==> src/rtl/core/lcg_random_pick_without_repeat_macros.svh <==
// -----------------------------------------------------------------------------
// lcg_random_pick_without_repeat assertion macros
// Concurrent assertion shorthands clocked on i_clk, disabled in reset.
// -----------------------------------------------------------------------------
`ifndef LCG_RANDOM_PICK_WITHOUT_REPEAT_MACROS_SVH
`define LCG_RANDOM_PICK_WITHOUT_REPEAT_MACROS_SVH

// same-cycle implication
`define LCGPICK_ASSERT_IMP(lbl, ante, cons, msg) \
    lbl: assert property (@(posedge i_clk) disable iff (!i_rst_n) (ante) |-> (cons)) \
        else $error(msg);

// next-cycle implication
`define LCGPICK_ASSERT_NXT(lbl, ante, cons, msg) \
    lbl: assert property (@(posedge i_clk) disable iff (!i_rst_n) (ante) |=> (cons)) \
        else $error(msg);

`endif

==> src/rtl/core/lcgpick_pkg.sv <==
// -----------------------------------------------------------------------------
// lcgpick_pkg
// Shared types and constants of the random pick without repeat block.
// -----------------------------------------------------------------------------
package lcgpick_pkg;

    localparam int unsigned CFG_W       = 7;
    localparam int unsigned CFG_IDX_W   = 2;
    localparam int unsigned SEED_W      = 8;
    localparam int unsigned GEN_W       = 32;
    localparam int unsigned IDX_OUT_W   = 6;
    localparam int unsigned ANGLE_W     = 16;
    localparam int unsigned DIV_STEPS   = 32;
    localparam int unsigned DIV_CNT_W   = 5;

    localparam logic [GEN_W-1:0] LCG_MUL = 32'h5d58_8b65;
    localparam logic [GEN_W-1:0] LCG_INC = 32'h0000_0001;
    localparam logic [CFG_W-1:0] MAX_RESULTS = 7'd64;

    localparam logic [CFG_IDX_W-1:0] CFG_ANCHOR_COUNT = 2'd0;
    localparam logic [CFG_IDX_W-1:0] CFG_PICK_COUNT   = 2'd1;

    typedef enum logic [2:0] {
        S_IDLE,
        S_CLEAR,
        S_STEP,
        S_DIV,
        S_PROBE,
        S_CHECK,
        S_EMIT,
        S_ERR
    } t_state;

    typedef struct packed {
        logic load;
        logic clear;
        logic step;
        logic div_shift;
        logic probe_adv;
        logic mark;
        logic emit;
        logic emit_err;
    } t_cmd;

    typedef struct packed {
        logic cfg_bad;
        logic no_picks;
        logic clear_last;
        logic div_last;
        logic probe_hit;
        logic out_free;
        logic last_pick;
    } t_status;

endpackage

==> src/rtl/core/lcgpick_ctrl.sv <==
// -----------------------------------------------------------------------------
// lcgpick_ctrl
// Sequencer: seed load, map clear, LCG step, remainder, probe, emit and error.
// -----------------------------------------------------------------------------
module lcgpick_ctrl (
    input  logic                 i_clk,
    input  logic                 i_rst_n,
    input  logic                 i_valid,
    output logic                 o_stall,
    input  lcgpick_pkg::t_status i_status,
    output lcgpick_pkg::t_cmd    o_cmd
);
    import lcgpick_pkg::*;

    t_state r_state;
    t_state n_state;
    logic   w_accept;

    assign w_accept = i_valid && (r_state == S_IDLE);
    assign o_stall  = (r_state != S_IDLE);

    always_ff @(posedge i_clk) begin
        if (!i_rst_n) begin
            r_state <= S_IDLE;
        end else begin
            r_state <= n_state;
        end
    end

    always_comb begin
        n_state = r_state;
        case (r_state)
            S_IDLE: begin
                if (i_valid) begin
                    if (i_status.cfg_bad) begin
                        n_state = S_ERR;
                    end else if (!i_status.no_picks) begin
                        n_state = S_CLEAR;
                    end
                end
            end
            S_CLEAR: begin
                if (i_status.clear_last) begin
                    n_state = S_STEP;
                end
            end
            S_STEP: begin
                n_state = S_DIV;
            end
            S_DIV: begin
                if (i_status.div_last) begin
                    n_state = S_PROBE;
                end
            end
            S_PROBE: begin
                n_state = S_CHECK;
            end
            S_CHECK: begin
                n_state = i_status.probe_hit ? S_PROBE : S_EMIT;
            end
            S_EMIT: begin
                if (i_status.out_free) begin
                    n_state = i_status.last_pick ? S_IDLE : S_STEP;
                end
            end
            S_ERR: begin
                if (i_status.out_free) begin
                    n_state = S_IDLE;
                end
            end
            default: begin
                n_state = S_IDLE;
            end
        endcase
    end

    always_comb begin
        o_cmd           = '0;
        o_cmd.load      = w_accept;
        case (r_state)
            S_CLEAR: begin
                o_cmd.clear = 1'b1;
            end
            S_STEP: begin
                o_cmd.step = 1'b1;
            end
            S_DIV: begin
                o_cmd.div_shift = 1'b1;
            end
            S_CHECK: begin
                o_cmd.probe_adv = i_status.probe_hit;
                o_cmd.mark      = !i_status.probe_hit;
            end
            S_EMIT: begin
                o_cmd.emit = i_status.out_free;
            end
            S_ERR: begin
                o_cmd.emit_err = i_status.out_free;
            end
            default: begin
                o_cmd.step = 1'b0;
            end
        endcase
    end

endmodule

==> src/rtl/core/lcgpick_dp.sv <==
// -----------------------------------------------------------------------------
// lcgpick_dp
// Datapath: config registers, generator, serial remainder, used map, output.
// -----------------------------------------------------------------------------
module lcgpick_dp #(
    parameter int unsigned MAX_SLOTS = 64
) (
    input  logic                                   i_clk,
    input  logic                                   i_rst_n,
    input  lcgpick_pkg::t_cmd                      i_cmd,
    output lcgpick_pkg::t_status                   o_status,
    input  logic [lcgpick_pkg::SEED_W-1:0]         i_host_generation,
    input  logic                                   i_cfg_valid,
    input  logic [lcgpick_pkg::CFG_IDX_W-1:0]      i_cfg_index,
    input  logic [lcgpick_pkg::CFG_W-1:0]          i_cfg_data,
    output logic                                   o_valid,
    input  logic                                   i_stall,
    output logic [lcgpick_pkg::IDX_OUT_W-1:0]      o_anchor_index,
    output logic signed [lcgpick_pkg::ANGLE_W-1:0] o_angle,
    output logic                                   o_last,
    output logic                                   o_error
);
    import lcgpick_pkg::*;

    localparam int unsigned IW = (MAX_SLOTS > 1) ? $clog2(MAX_SLOTS) : 1;
    localparam int unsigned CW = CFG_W + 2;
    localparam logic [CW-1:0] SLOTS_LIMIT = CW'(MAX_SLOTS);

    logic [CFG_W-1:0]     r_anchor_count;
    logic [CFG_W-1:0]     r_pick_count;
    logic [GEN_W-1:0]     r_gen;
    logic [GEN_W-1:0]     r_div;
    logic [CFG_W-1:0]     r_rem;
    logic [DIV_CNT_W-1:0] r_cnt;
    logic [IW-1:0]        r_idx;
    logic [CFG_W-1:0]     r_tries;
    logic                 r_used_mem [MAX_SLOTS];
    logic                 r_used_rd;
    logic [IW-1:0]        r_clr_addr;
    logic [CFG_W-1:0]     r_picks_done;

    logic                 r_out_valid;
    logic [IDX_OUT_W-1:0] r_out_idx;
    logic [ANGLE_W-1:0]   r_out_angle;
    logic                 r_out_last;
    logic                 r_out_error;

    logic [GEN_W-1:0]     w_next_gen;
    logic [CFG_W:0]       w_rem_shift;
    logic                 w_rem_ge;
    logic [CFG_W-1:0]     n_rem;
    logic [CW-1:0]        w_idx_inc;
    logic [IW-1:0]        n_idx_wrap;
    logic [CW-1:0]        w_clr_inc;

    assign w_next_gen  = r_gen * LCG_MUL + LCG_INC;
    assign w_rem_shift = {r_rem, r_div[GEN_W-1]};
    assign w_rem_ge    = (w_rem_shift >= {1'b0, r_anchor_count});
    assign n_rem       = w_rem_ge ? CFG_W'(w_rem_shift - {1'b0, r_anchor_count})
                                  : w_rem_shift[CFG_W-1:0];
    assign w_idx_inc   = CW'(r_idx) + CW'(1);
    assign n_idx_wrap  = (w_idx_inc == CW'(r_anchor_count)) ? '0 : IW'(w_idx_inc);
    assign w_clr_inc   = CW'(r_clr_addr) + CW'(1);

    always_comb begin
        o_status.cfg_bad    = (r_anchor_count == '0)
                           || (CW'(r_anchor_count) > SLOTS_LIMIT)
                           || (r_pick_count > r_anchor_count)
                           || (r_pick_count > MAX_RESULTS);
        o_status.no_picks   = (r_pick_count == '0);
        o_status.clear_last = (w_clr_inc == CW'(r_anchor_count));
        o_status.div_last   = (r_cnt == DIV_CNT_W'(DIV_STEPS - 1));
        o_status.probe_hit  = r_used_rd && (r_tries < r_anchor_count);
        o_status.out_free   = !r_out_valid || !i_stall;
        o_status.last_pick  = ((r_picks_done + CFG_W'(1)) == r_pick_count);
    end

    // configuration
    always_ff @(posedge i_clk) begin
        if (!i_rst_n) begin
            r_anchor_count <= CFG_W'(1);
            r_pick_count   <= '0;
        end else if (i_cfg_valid) begin
            case (i_cfg_index)
                CFG_ANCHOR_COUNT: r_anchor_count <= i_cfg_data;
                CFG_PICK_COUNT:   r_pick_count   <= i_cfg_data;
                default: begin
                    r_pick_count <= r_pick_count;
                end
            endcase
        end
    end

    // generator, remainder and probe
    always_ff @(posedge i_clk) begin
        if (i_cmd.load) begin
            r_gen <= GEN_W'(i_host_generation);
        end else if (i_cmd.step || i_cmd.emit) begin
            r_gen <= w_next_gen;
        end
        if (i_cmd.load) begin
            r_clr_addr <= '0;
        end else if (i_cmd.clear) begin
            r_clr_addr <= IW'(w_clr_inc);
        end
        if (i_cmd.step) begin
            r_div <= w_next_gen;
            r_rem <= '0;
            r_cnt <= '0;
        end else if (i_cmd.div_shift) begin
            r_div <= {r_div[GEN_W-2:0], 1'b0};
            r_rem <= n_rem;
            r_cnt <= r_cnt + DIV_CNT_W'(1);
        end
        if (i_cmd.div_shift && o_status.div_last) begin
            r_idx   <= IW'(n_rem);
            r_tries <= '0;
        end else if (i_cmd.probe_adv) begin
            r_idx   <= n_idx_wrap;
            r_tries <= r_tries + CFG_W'(1);
        end
    end

    // used map: clear one slot per cycle, then mark picks
    always_ff @(posedge i_clk) begin
        if (i_cmd.clear) begin
            r_used_mem[r_clr_addr] <= 1'b0;
        end else if (i_cmd.mark) begin
            r_used_mem[r_idx] <= 1'b1;
        end
        r_used_rd <= r_used_mem[r_idx];
    end

    always_ff @(posedge i_clk) begin
        if (!i_rst_n) begin
            r_picks_done <= '0;
        end else if (i_cmd.load) begin
            r_picks_done <= '0;
        end else if (i_cmd.emit) begin
            r_picks_done <= r_picks_done + CFG_W'(1);
        end
    end

    // output register
    always_ff @(posedge i_clk) begin
        if (!i_rst_n) begin
            r_out_valid <= 1'b0;
        end else if (i_cmd.emit || i_cmd.emit_err) begin
            r_out_valid <= 1'b1;
        end else if (!i_stall) begin
            r_out_valid <= 1'b0;
        end
    end

    always_ff @(posedge i_clk) begin
        if (i_cmd.emit) begin
            r_out_idx   <= IDX_OUT_W'(r_idx);
            r_out_angle <= w_next_gen[ANGLE_W-1:0];
            r_out_last  <= o_status.last_pick;
            r_out_error <= 1'b0;
        end else if (i_cmd.emit_err) begin
            r_out_idx   <= '0;
            r_out_angle <= '0;
            r_out_last  <= 1'b1;
            r_out_error <= 1'b1;
        end
    end

    assign o_valid        = r_out_valid;
    assign o_anchor_index = r_out_idx;
    assign o_angle        = $signed(r_out_angle);
    assign o_last         = r_out_last;
    assign o_error        = r_out_error;

endmodule

==> src/rtl/core/lcg_random_pick_without_repeat.sv <==
// -----------------------------------------------------------------------------
// lcg_random_pick_without_repeat
// Picks distinct slots per request from a seeded 32-bit LCG with linear probing.
//
//   channel   direction  handshake              payload
//   input     in         i_valid / o_stall      i_host_generation
//   output    out        o_valid / i_stall      o_anchor_index, o_angle,
//                                               o_last, o_error
//   config    in         i_cfg_valid / o_cfg_ready  i_cfg_index, i_cfg_data
//
// After accept, the first anchor_count slots of the used map are cleared.
// Each pick runs a generator step, a serial remainder over the 32 generator
// bits, and a probe and a check per slot tried (H taken slots skipped, 0 to
// anchor_count - 1), then emit. An error request gives one error result.
// Reset is synchronous: anchor_count 1, pick_count 0, idle FSM, o_valid low.
// A stalled output holds emit; one result may wait while the next is computed.
// -----------------------------------------------------------------------------
`include "lcg_random_pick_without_repeat_macros.svh"

module lcg_random_pick_without_repeat #(
    parameter int unsigned MAX_SLOTS = 64
) (
    input  logic                                   i_clk,
    input  logic                                   i_rst_n,
    input  logic                                   i_valid,
    output logic                                   o_stall,
    input  logic [lcgpick_pkg::SEED_W-1:0]         i_host_generation,
    output logic                                   o_valid,
    input  logic                                   i_stall,
    output logic [lcgpick_pkg::IDX_OUT_W-1:0]      o_anchor_index,
    output logic signed [lcgpick_pkg::ANGLE_W-1:0] o_angle,
    output logic                                   o_last,
    output logic                                   o_error,
    input  logic                                   i_cfg_valid,
    output logic                                   o_cfg_ready,
    input  logic [lcgpick_pkg::CFG_IDX_W-1:0]      i_cfg_index,
    input  logic [lcgpick_pkg::CFG_W-1:0]          i_cfg_data
);
    import lcgpick_pkg::*;

    t_cmd    w_cmd;
    t_status w_status;
    logic    w_emit_any;
    logic    w_start;

    assign o_cfg_ready = 1'b1;
    assign w_emit_any  = w_cmd.emit || w_cmd.emit_err;
    assign w_start     = i_valid && !o_stall && !w_status.cfg_bad && !w_status.no_picks;

    lcgpick_ctrl u_ctrl (
        .i_clk    (i_clk),
        .i_rst_n  (i_rst_n),
        .i_valid  (i_valid),
        .o_stall  (o_stall),
        .i_status (w_status),
        .o_cmd    (w_cmd)
    );

    lcgpick_dp #(
        .MAX_SLOTS (MAX_SLOTS)
    ) u_dp (
        .i_clk             (i_clk),
        .i_rst_n           (i_rst_n),
        .i_cmd             (w_cmd),
        .o_status          (w_status),
        .i_host_generation (i_host_generation),
        .i_cfg_valid       (i_cfg_valid && o_cfg_ready),
        .i_cfg_index       (i_cfg_index),
        .i_cfg_data        (i_cfg_data),
        .o_valid           (o_valid),
        .i_stall           (i_stall),
        .o_anchor_index    (o_anchor_index),
        .o_angle           (o_angle),
        .o_last            (o_last),
        .o_error           (o_error)
    );

    `LCGPICK_ASSERT_IMP(a_emit_needs_slot, w_emit_any, w_status.out_free, "emit into full output")
    `LCGPICK_ASSERT_IMP(a_error_is_last, o_valid && o_error, o_last, "error result without last")
    `LCGPICK_ASSERT_NXT(a_busy_after_start, w_start, o_stall, "not busy after start")

endmodule
==> config.mk <==
export PLATFORM = sky130hd
export DESIGN_NAME = lcg_random_pick_without_repeat
export DESIGN_NICKNAME = d
export VERILOG_FILES = /design/src/rtl/core/lcgpick_pkg.sv /design/src/rtl/core/lcgpick_ctrl.sv /design/src/rtl/core/lcgpick_dp.sv /design/src/rtl/core/lcg_random_pick_without_repeat.sv
export VERILOG_INCLUDE_DIRS = /design/src /design/src/rtl/core
export SDC_FILE = /design/constraint.sdc
export NUM_CORES = 1
export LEC_CHECK = 0
export ABC_AREA = 1
export BUFFER_PORTS_ARGS = -buffer_cell sky130_fd_sc_hd__buf_4
export CELL_PAD_IN_SITES_DETAIL_PLACEMENT = 0
export CELL_PAD_IN_SITES_GLOBAL_PLACEMENT = 1
export CORE_MARGIN = 8
export CORE_UTILIZATION = 51
export CTS_BUF_LIST = sky130_fd_sc_hd__clkbuf_8
export DETAILED_ROUTE_END_ITERATION = 16
export PLACE_DENSITY_LB_ADDON = 0.15
export SETUP_SLACK_MARGIN = 0.2
export SLEW_MARGIN = 15
export SYNTH_ARGS = -nofsm -noshare
export SYNTH_HDL_FRONTEND = slang
export SYNTH_SLANG_ARGS = --single-unit
==> constraint.sdc <==
create_clock -name i_clk -period 7.1 [get_ports i_clk]
set_clock_uncertainty 0.2 [all_clocks]
set_input_delay 0.355 -clock i_clk [delete_from_list [all_inputs] [get_ports i_clk]]
set_output_delay 0.355 -clock i_clk [all_outputs]
set_load 0.02 [all_outputs]
# --- Yosys cells after proc, flatten, opt, wreduce, memory -nomap -nowiden ---
# Memories as Yosys holds them, arrays and structs flattened. A register that Yosys moved wholly into a read port is not among the register bits.
# Index checks and enable logic that the tools add are counted.
word_totals:
  reg_bits: 144
  ramBits: 64
  input_bits: 22
  out_inout_bits: 27
  elab_cells: 117
  mem_count: 1
memory_table:
  columns: ["memory", "words", "word_bits", "rd", "rd_ports_with_merged_regs", "wr", "line", "text"]
  rows:
  - ["u_dp.r_used_mem", 64, 1, 1, 1, 1, "lcgpick_dp.sv:37", "logic r_used_mem [MAX_SLOTS];"]
classes:
  addsub: 7
  multipliers: 1
  n_lt_le_gt_ge: 5
  n_eq_ne: 19
  muxes: 40
  bitwise: 1
  n_reduce_logical: 26
op_table:
  columns: ["cell", "n"]
  rows:
  - ["2-to-1 mux 32 bit", 2]
  - ["2-to-1 mux 6 bit", 6]
  - ["adder 32 x 1 -> 32 bit (second input constant)", 1]
  - ["multiplier 32 x 31 -> 32 bit (second input constant)", 1]
  - ["2-to-1 mux 16 bit", 2]
  - ["case mux 3 bit (8 select lines)", 1]
  - ["2-to-1 mux 3 bit", 7]
  - ["equality test 9 x 7 -> 1 bit", 2]
  - ["2-to-1 mux 1 bit", 16]
  - ["2-to-1 mux 8 bit", 2]
  - ["adder 6 x 1 -> 7 bit (second input constant)", 2]
  - ["adder 7 x 1 -> 7 bit (second input constant)", 2]
  - ["greater-than comparator 7 bit (second input constant)", 2]
  - ["zero test 7 bit", 2]
  - ["equality test 3 bit (second input constant)", 4]
  - ["!= test 2 x 1 -> 1 bit (second input constant)", 5]
  - [">= comparator 8 x 7 -> 1 bit", 1]
  - ["nonzero test 2 bit", 4]
  - ["equality test 7 bit", 1]
  - ["greater-than comparator 7 bit", 1]
  - ["less-than comparator 7 bit", 1]
  - ["2-to-1 mux 7 bit", 1]
  - ["subtractor 7 bit", 1]
  - ["equality test 3 x 2 -> 1 bit (second input constant)", 2]
  - ["other kinds (18)", 30]

# --- Longest topological paths before layout ---
logic_depth:
  ltp_word: 9
  ltp_mapped: 32
  ltp_nobuf: 32

# --- Hierarchy ---
# A second synthesis with hierarchy kept.
hier_totals:
  hier_cells: 2077
  hier_area_um2: 18337.6
modules_own_cells:
  columns: ["module", "instances", "cells_per_inst", "area_per_inst_um2", "seq_area_each_um2"]
  rows:
  - ["lcgpick_dp", 1, 2017, 17964.7, 5455.2]
  - ["lcgpick_ctrl", 1, 58, 361.6, 60.1]
  - ["lcg_random_pick_without_repeat", 1, 2, 11.3, 0.0]

# --- Worst setup path before layout ---
# No wires, ideal clock.
synth_timing:
  kind: "reg2reg"
  start: "register u_dp.r_gen[5]"
  end: "register u_dp.r_div[30], data pin"
  setup_ns: 0.254
  arrival_ns: 5.760
  required_time_ns: 6.646
  slack_ns: 0.886
  path_stages_with_launch: 24
  path_buffers: 0
  synth_period_minus_slack_ns: 6.214
  cell_sequence: "edfxtp_1 -> ha_1 -> inv_1 -> fa_1 -> fa_1 -> inv_1 -> fa_1 -> inv_1 -> fa_1 -> inv_1 -> fa_1 -> fa_1 -> inv_1 -> fa_1 -> inv_1 -> ha_1 -> nand2_1 -> inv_1 -> a221oi_1 -> o21ai_0 -> a21oi_1 -> nand3_1 -> nand3_1 -> nand2_1"
synth_via:
  elab_chain_cells: 3
synth_lines:
  columns: ["item", "line", "text"]
  rows:
  - ["from (decl)", "lcgpick_dp.sv:31", "logic [GEN_W-1:0] r_gen;"]
  - ["from (signal assigned)", "lcgpick_dp.sv:97", "r_gen <= GEN_W'(i_host_generation);"]
  - ["from (signal assigned)", "lcgpick_dp.sv:99", "r_gen <= w_next_gen;"]
  - ["multiplier 32 x 31 -> 32 bit", "lcgpick_dp.sv:56", "assign w_next_gen = r_gen * LCG_MUL + LCG_INC;"]
  - ["adder 32 x 1 -> 32 bit", "lcgpick_dp.sv:56", null]
  - ["2-to-1 mux 32 bit", "lcgpick_dp.sv:106", "if (i_cmd.step) begin"]
  - ["to (signal assigned)", "lcgpick_dp.sv:107", "r_div <= w_next_gen;"]
  - ["to (signal assigned)", "lcgpick_dp.sv:111", "r_div <= {r_div[GEN_W-2:0], 1'b0};"]
  - ["to (decl)", "lcgpick_dp.sv:32", "logic [GEN_W-1:0] r_div;"]
# No other way between the ends.
# A chain may end at the register's enable or synchronous reset.

# --- Worst setup path in the final report ---
layout_timing:
  start: "register u_dp.r_gen[3]"
  end: "register u_dp.r_div[31], data pin"
# The elaborated chain is that of the path after synthesis.

==> metrics.txt <==
# TYPE chip_impl_metric gauge
chip_impl_metric{name="grt_pass1_vias",unit=""} 15000
chip_impl_metric{name="yosys_warnings",unit=""} 0
chip_impl_info{name="slowest_stage",value="fa_1"} 1
chip_impl_metric{name="tritoncts_buffers",unit=""} 39
chip_impl_metric{name="largest_net_degree_at_the_start_of_global_routing",unit=""} 66
chip_impl_info{name="cts_tree",value="done"} 1
chip_impl_info{name="layout.cells.most_common",value="inv_1"} 1
chip_impl_metric{name="firstDrtPassIters",unit=""} 5
chip_impl_info{name="rsz0062_at_grt",value="false"} 1
chip_impl_metric{name="dpl_worst_slack",unit="ns"} 0.0564
chip_impl_info{name="worst_min_delay_path_class",value="input port to flop"} 1
chip_impl_metric{name="report.final.slew_viol_count",unit=""} 0
chip_impl_metric{name="die_area",unit="mm^2"} 0.0422
chip_impl_metric{name="finalSetupViolCount",unit=""} 0
chip_impl_info{name="synth_area_leaders",value="edfxtp_1 22%, fa_1 18%, ha_1 15%"} 1
chip_impl_metric{name="final_antenna_net_count",unit=""} 0
chip_impl_metric{name="route.detailed.drc",unit=""} 0
chip_impl_info{name="crit_top_cell",value="fa_1"} 1
chip_impl_metric{name="routed_wirelength",unit="mm"} 51.8
chip_impl_metric{name="timing.critical_path.arrival",unit="ns"} 6.79
chip_impl_metric{name="syn_area",unit="mm^2"} 0.0183
chip_impl_metric{name="placedCellCount",unit=""} 2599
chip_impl_metric{name="synth.ff_latch_count",unit=""} 209
chip_impl_metric{name="reg2reg_slack",unit="ns"} 0.41
chip_impl_metric{name="syn_avg_cell_area",unit="um^2"} 8.71
chip_impl_metric{name="synth_compound_gate_area_share",unit="%"} 7.98
chip_impl_metric{name="viasPerCell",unit=""} 5.35
chip_impl_metric{name="nets",unit=""} 2621
chip_impl_metric{name="cp.required",unit="ns"} 7.20
chip_impl_metric{name="relSlewSlack",unit="%"} 39.2
chip_impl_info{name="clockRootBuffer",value="clkbuf_8"} 1
chip_impl_metric{name="min_delay_path_depth",unit=""} 6
chip_impl_metric{name="instances_no_fill",unit=""} 2704
chip_impl_metric{name="timing_hold_violations_final",unit=""} 0
chip_impl_metric{name="fin_crit",unit="ns"} 6.69
chip_impl_metric{name="synthCells",unit=""} 2100
chip_impl_metric{name="globalRouteTotalUtil",unit="%"} 25.0
chip_impl_metric{name="port_buffers",unit=""} 47
chip_impl_metric{name="worstSetupPathDepth",unit=""} 24
chip_impl_info{name="synth_largest_area_cell",value="edfxtp_1"} 1
chip_impl_metric{name="num_antenna_cells",unit=""} 0
chip_impl_metric{name="worst-slew-pin-transition",unit="ns"} 0.912
chip_impl_metric{name="design.portCount",unit=""} 49
chip_impl_metric{name="grt_pass1_wl",unit="mm"} 81.8
chip_impl_metric{name="synth.net_count",unit=""} 2506
chip_impl_info{name="postSynth.topFlopCell",value="edfxtp_1"} 1
chip_impl_metric{name="routed_length_per_placed_instance",unit="um"} 19.2
chip_impl_metric{name="numClockSinks",unit=""} 209
chip_impl_metric{name="row_count",unit=""} 69
chip_impl_metric{name="htreeDepth",unit=""} 2
chip_impl_info{name="final_cell_mix",value="415 x inv_1, 349 x nand2_1, 224 x nor2_1"} 1
chip_impl_metric{name="yosysSeqAreaShare",unit="%"} 30.1
chip_impl_metric{name="clock_tree.buffer_depth",unit=""} 3
chip_impl_metric{name="cts.reportedPaths.clkPinSlew",unit="ns"} 0.07
chip_impl_metric{name="core_region_area",unit="mm^2"} 0.0355
chip_impl_info{name="main_combinational_cell_family_by_area_after_synthesis",value="adder cells"} 1
chip_impl_metric{name="max_capacitance_violation_total",unit=""} 0
chip_impl_info{name="setup.worst_path.end_class",value="flop"} 1
chip_impl_metric{name="maxClockFrequency",unit="MHz"} 150
chip_impl_metric{name="vias",unit=""} 14500
chip_impl_metric{name="yosysUniqueCellTypes",unit=""} 42
chip_impl_metric{name="synth_edf_count",unit=""} 133
chip_impl_info{name="setup.worst_path.class",value="flop to flop"} 1
chip_impl_metric{name="synth_area_in_xor_xnor",unit="%"} 2.58
chip_impl_metric{name="die_y",unit="um"} 205
chip_impl_metric{name="grt_overflow",unit=""} 0
chip_impl_metric{name="synth_adder_area_share",unit="%"} 33.0
chip_impl_info{name="run_status",value="complete, no violations"} 1
chip_impl_info{name="crit_family",value="adder cells"} 1
chip_impl_metric{name="worstPathMaxFanout",unit=""} 5
chip_impl_metric{name="post-route-period-util",unit="%"} 94.2
chip_impl_info{name="timing.critical_path.from_type",value="flop"} 1
chip_impl_metric{name="areaGrowthSynthToFinish",unit="%"} 12.0
chip_impl_metric{name="antenna_violations_before_repair",unit=""} 0
chip_impl_metric{name="post-synth-top-area-fraction",unit="%"} 21.8
chip_impl_metric{name="die_x",unit="um"} 205
chip_impl_metric{name="initial_utilization",unit="%"} 51.6
chip_impl_metric{name="setup_tns",unit="ns"} 0
chip_impl_metric{name="timing.final.ws_setup",unit="ns"} 0.411
chip_impl_metric{name="worst_skew_pair.late_latency",unit="ns"} 0.58
chip_impl_info{name="timing.critical_path.cells",value="buf_4 > ha_1 > fa_1 > ha_1 > inv_1 > fa_1 > inv_1 > fa_1 > fa_1 > fa_1 > inv_1 > fa_1 > inv_1 > ha_1 > a21oi_2 > nor2_1 > o21ai_0 > nand3b_1 > a21oi_2 > nand2_2 > inv_1 > nand2_1 > nand3_1 > nand2_1"} 1
chip_impl_metric{name="yosys.area_share.simple",unit="%"} 17.0
chip_impl_metric{name="worst-path-buf-inv",unit=""} 6
chip_impl_metric{name="async_flop_share",unit="%"} 0
chip_impl_metric{name="cp_slowest_stage_delay",unit="ns"} 0.56
chip_impl_metric{name="dp_hpwl",unit="mm"} 41.7
chip_impl_metric{name="worstRegToRegCells",unit=""} 24
chip_impl_metric{name="final_layout_size_suffix_gt1_share",unit="%"} 9.01
chip_impl_metric{name="drt_first_iter_violations",unit=""} 815
chip_impl_metric{name="synthMuxAreaShare",unit="%"} 0
chip_impl_metric{name="place.gp.congestion",unit=""} 0.978
## worst register-to-register path, cell delays in order, from the launching register on
cell and delay [ns]:
edfxtp_1 0.51, buf_4 0.20, ha_1 0.27, fa_1 0.51, ha_1 0.30, inv_1 0.05
fa_1 0.56, inv_1 0.06, fa_1 0.55, fa_1 0.54, fa_1 0.55, inv_1 0.07
fa_1 0.53, inv_1 0.05, ha_1 0.37, a21oi_2 0.20, nor2_1 0.06, o21ai_0 0.15
nand3b_1 0.17, a21oi_2 0.16, nand2_2 0.11, inv_1 0.07, nand2_1 0.06, nand3_1 0.06
nand2_1 0.06
## through the flow
step	utilization (%)	hold slack [ns]	instance area [um^2]
floorplan	-	0.230	18300
detailed placement	54.3	0.265	19300
CTS	57.1	0.104	20300
finish	57.8	0.127	20500
global placement	54.3	0.257	19300
global route	57.8	0.145	20500
## per-layer routing
metal | wire length [um] | share of wire (%) | global-route usage (%) | up-vias
met5 | 0 | 0 | 0 | -
met3 | 2150 | 4.1 | 3.32 | 104
li1 | - | - | - | 6972
met2 | 26300 | 51 | 44.4 | 344
met4 | 1950 | 3.8 | 9.29 | 0
met1 | 21500 | 41 | 30.8 | 7055
## logic make-up (layout without fill, tap and decap cells)
group | after synthesis | after routing
AOI/OAI and AO/OA | 265 | 265
xor gates and xnor gates | 54 | 54
adders and majority gates | 384 | 384
buffers and inverters | 448 | 591
DFF | 209 | 209
other | 1 | 1
and+or+nand+nor | 739 | 739
## final cells by class
| cell class | instances | area (um^2) |
|---|---|---|
| clock buffers | 41 | 564 |
| clock inverters | 28 | 155 |
| fillers | 3289 | 15000 |
| inverters | 411 | 1540 |
| multi-input cells | 1443 | 11200 |
| flip-flops and latches | 209 | 5520 |
| well taps | 461 | 577 |
| repair buffers | 111 | 898 |
## synthesized netlist by cell type (16+ instances only)
| cell type | n |
|---|---|
| nand3_1 | 94 |
| o22ai_1 | 20 |
| clkbuf_1 | 30 |
| fa_1 | 164 |
| ha_1 | 220 |
| nand4_1 | 20 |
| xor2_1 | 34 |
| a21oi_1 | 68 |
| nor3_1 | 16 |
| xnor2_1 | 20 |
| nand2_1 | 351 |
| edfxtp_1 | 133 |
| dfxtp_1 | 76 |
| inv_1 | 399 |
| nor2_1 | 225 |
| o21ai_0 | 139 |
## registers in the layout, indices dropped and copies added (netlist names), 16 cells and up
register and count:
u_dp.r_gen 32, u_dp.r_div 32, u_dp.r_used_mem 64, u_dp.o_angle 16
## path summary, 6_finish.rpt
check,from,end
setup reg to reg,u_dp.r_gen[3]$_DFFE_PP_,u_dp.r_div[31]$_DFFE_PP_
hold reg to reg,u_dp.r_gen[31]$_SDFFE_PP0P_,u_dp.r_gen[31]$_SDFFE_PP0P_
setup / recovery,u_dp.r_gen[3]$_DFFE_PP_,u_dp.r_div[31]$_DFFE_PP_
hold / removal,i_valid,u_ctrl.r_state[0]$_SDFFE_PN0P_
## timing repair
action	in CTS	in global routing
endpoints found under the setup margin	4	5
pin swaps	0	8
hold endpoints to repair	25	0
hold buffers	23	0
gates resized for setup	4	27
setup buffers	4	9
Power is left out: the tool's default activity adds up to more than one toggle a clock period on the data nets, which glitch-free logic cannot reach.
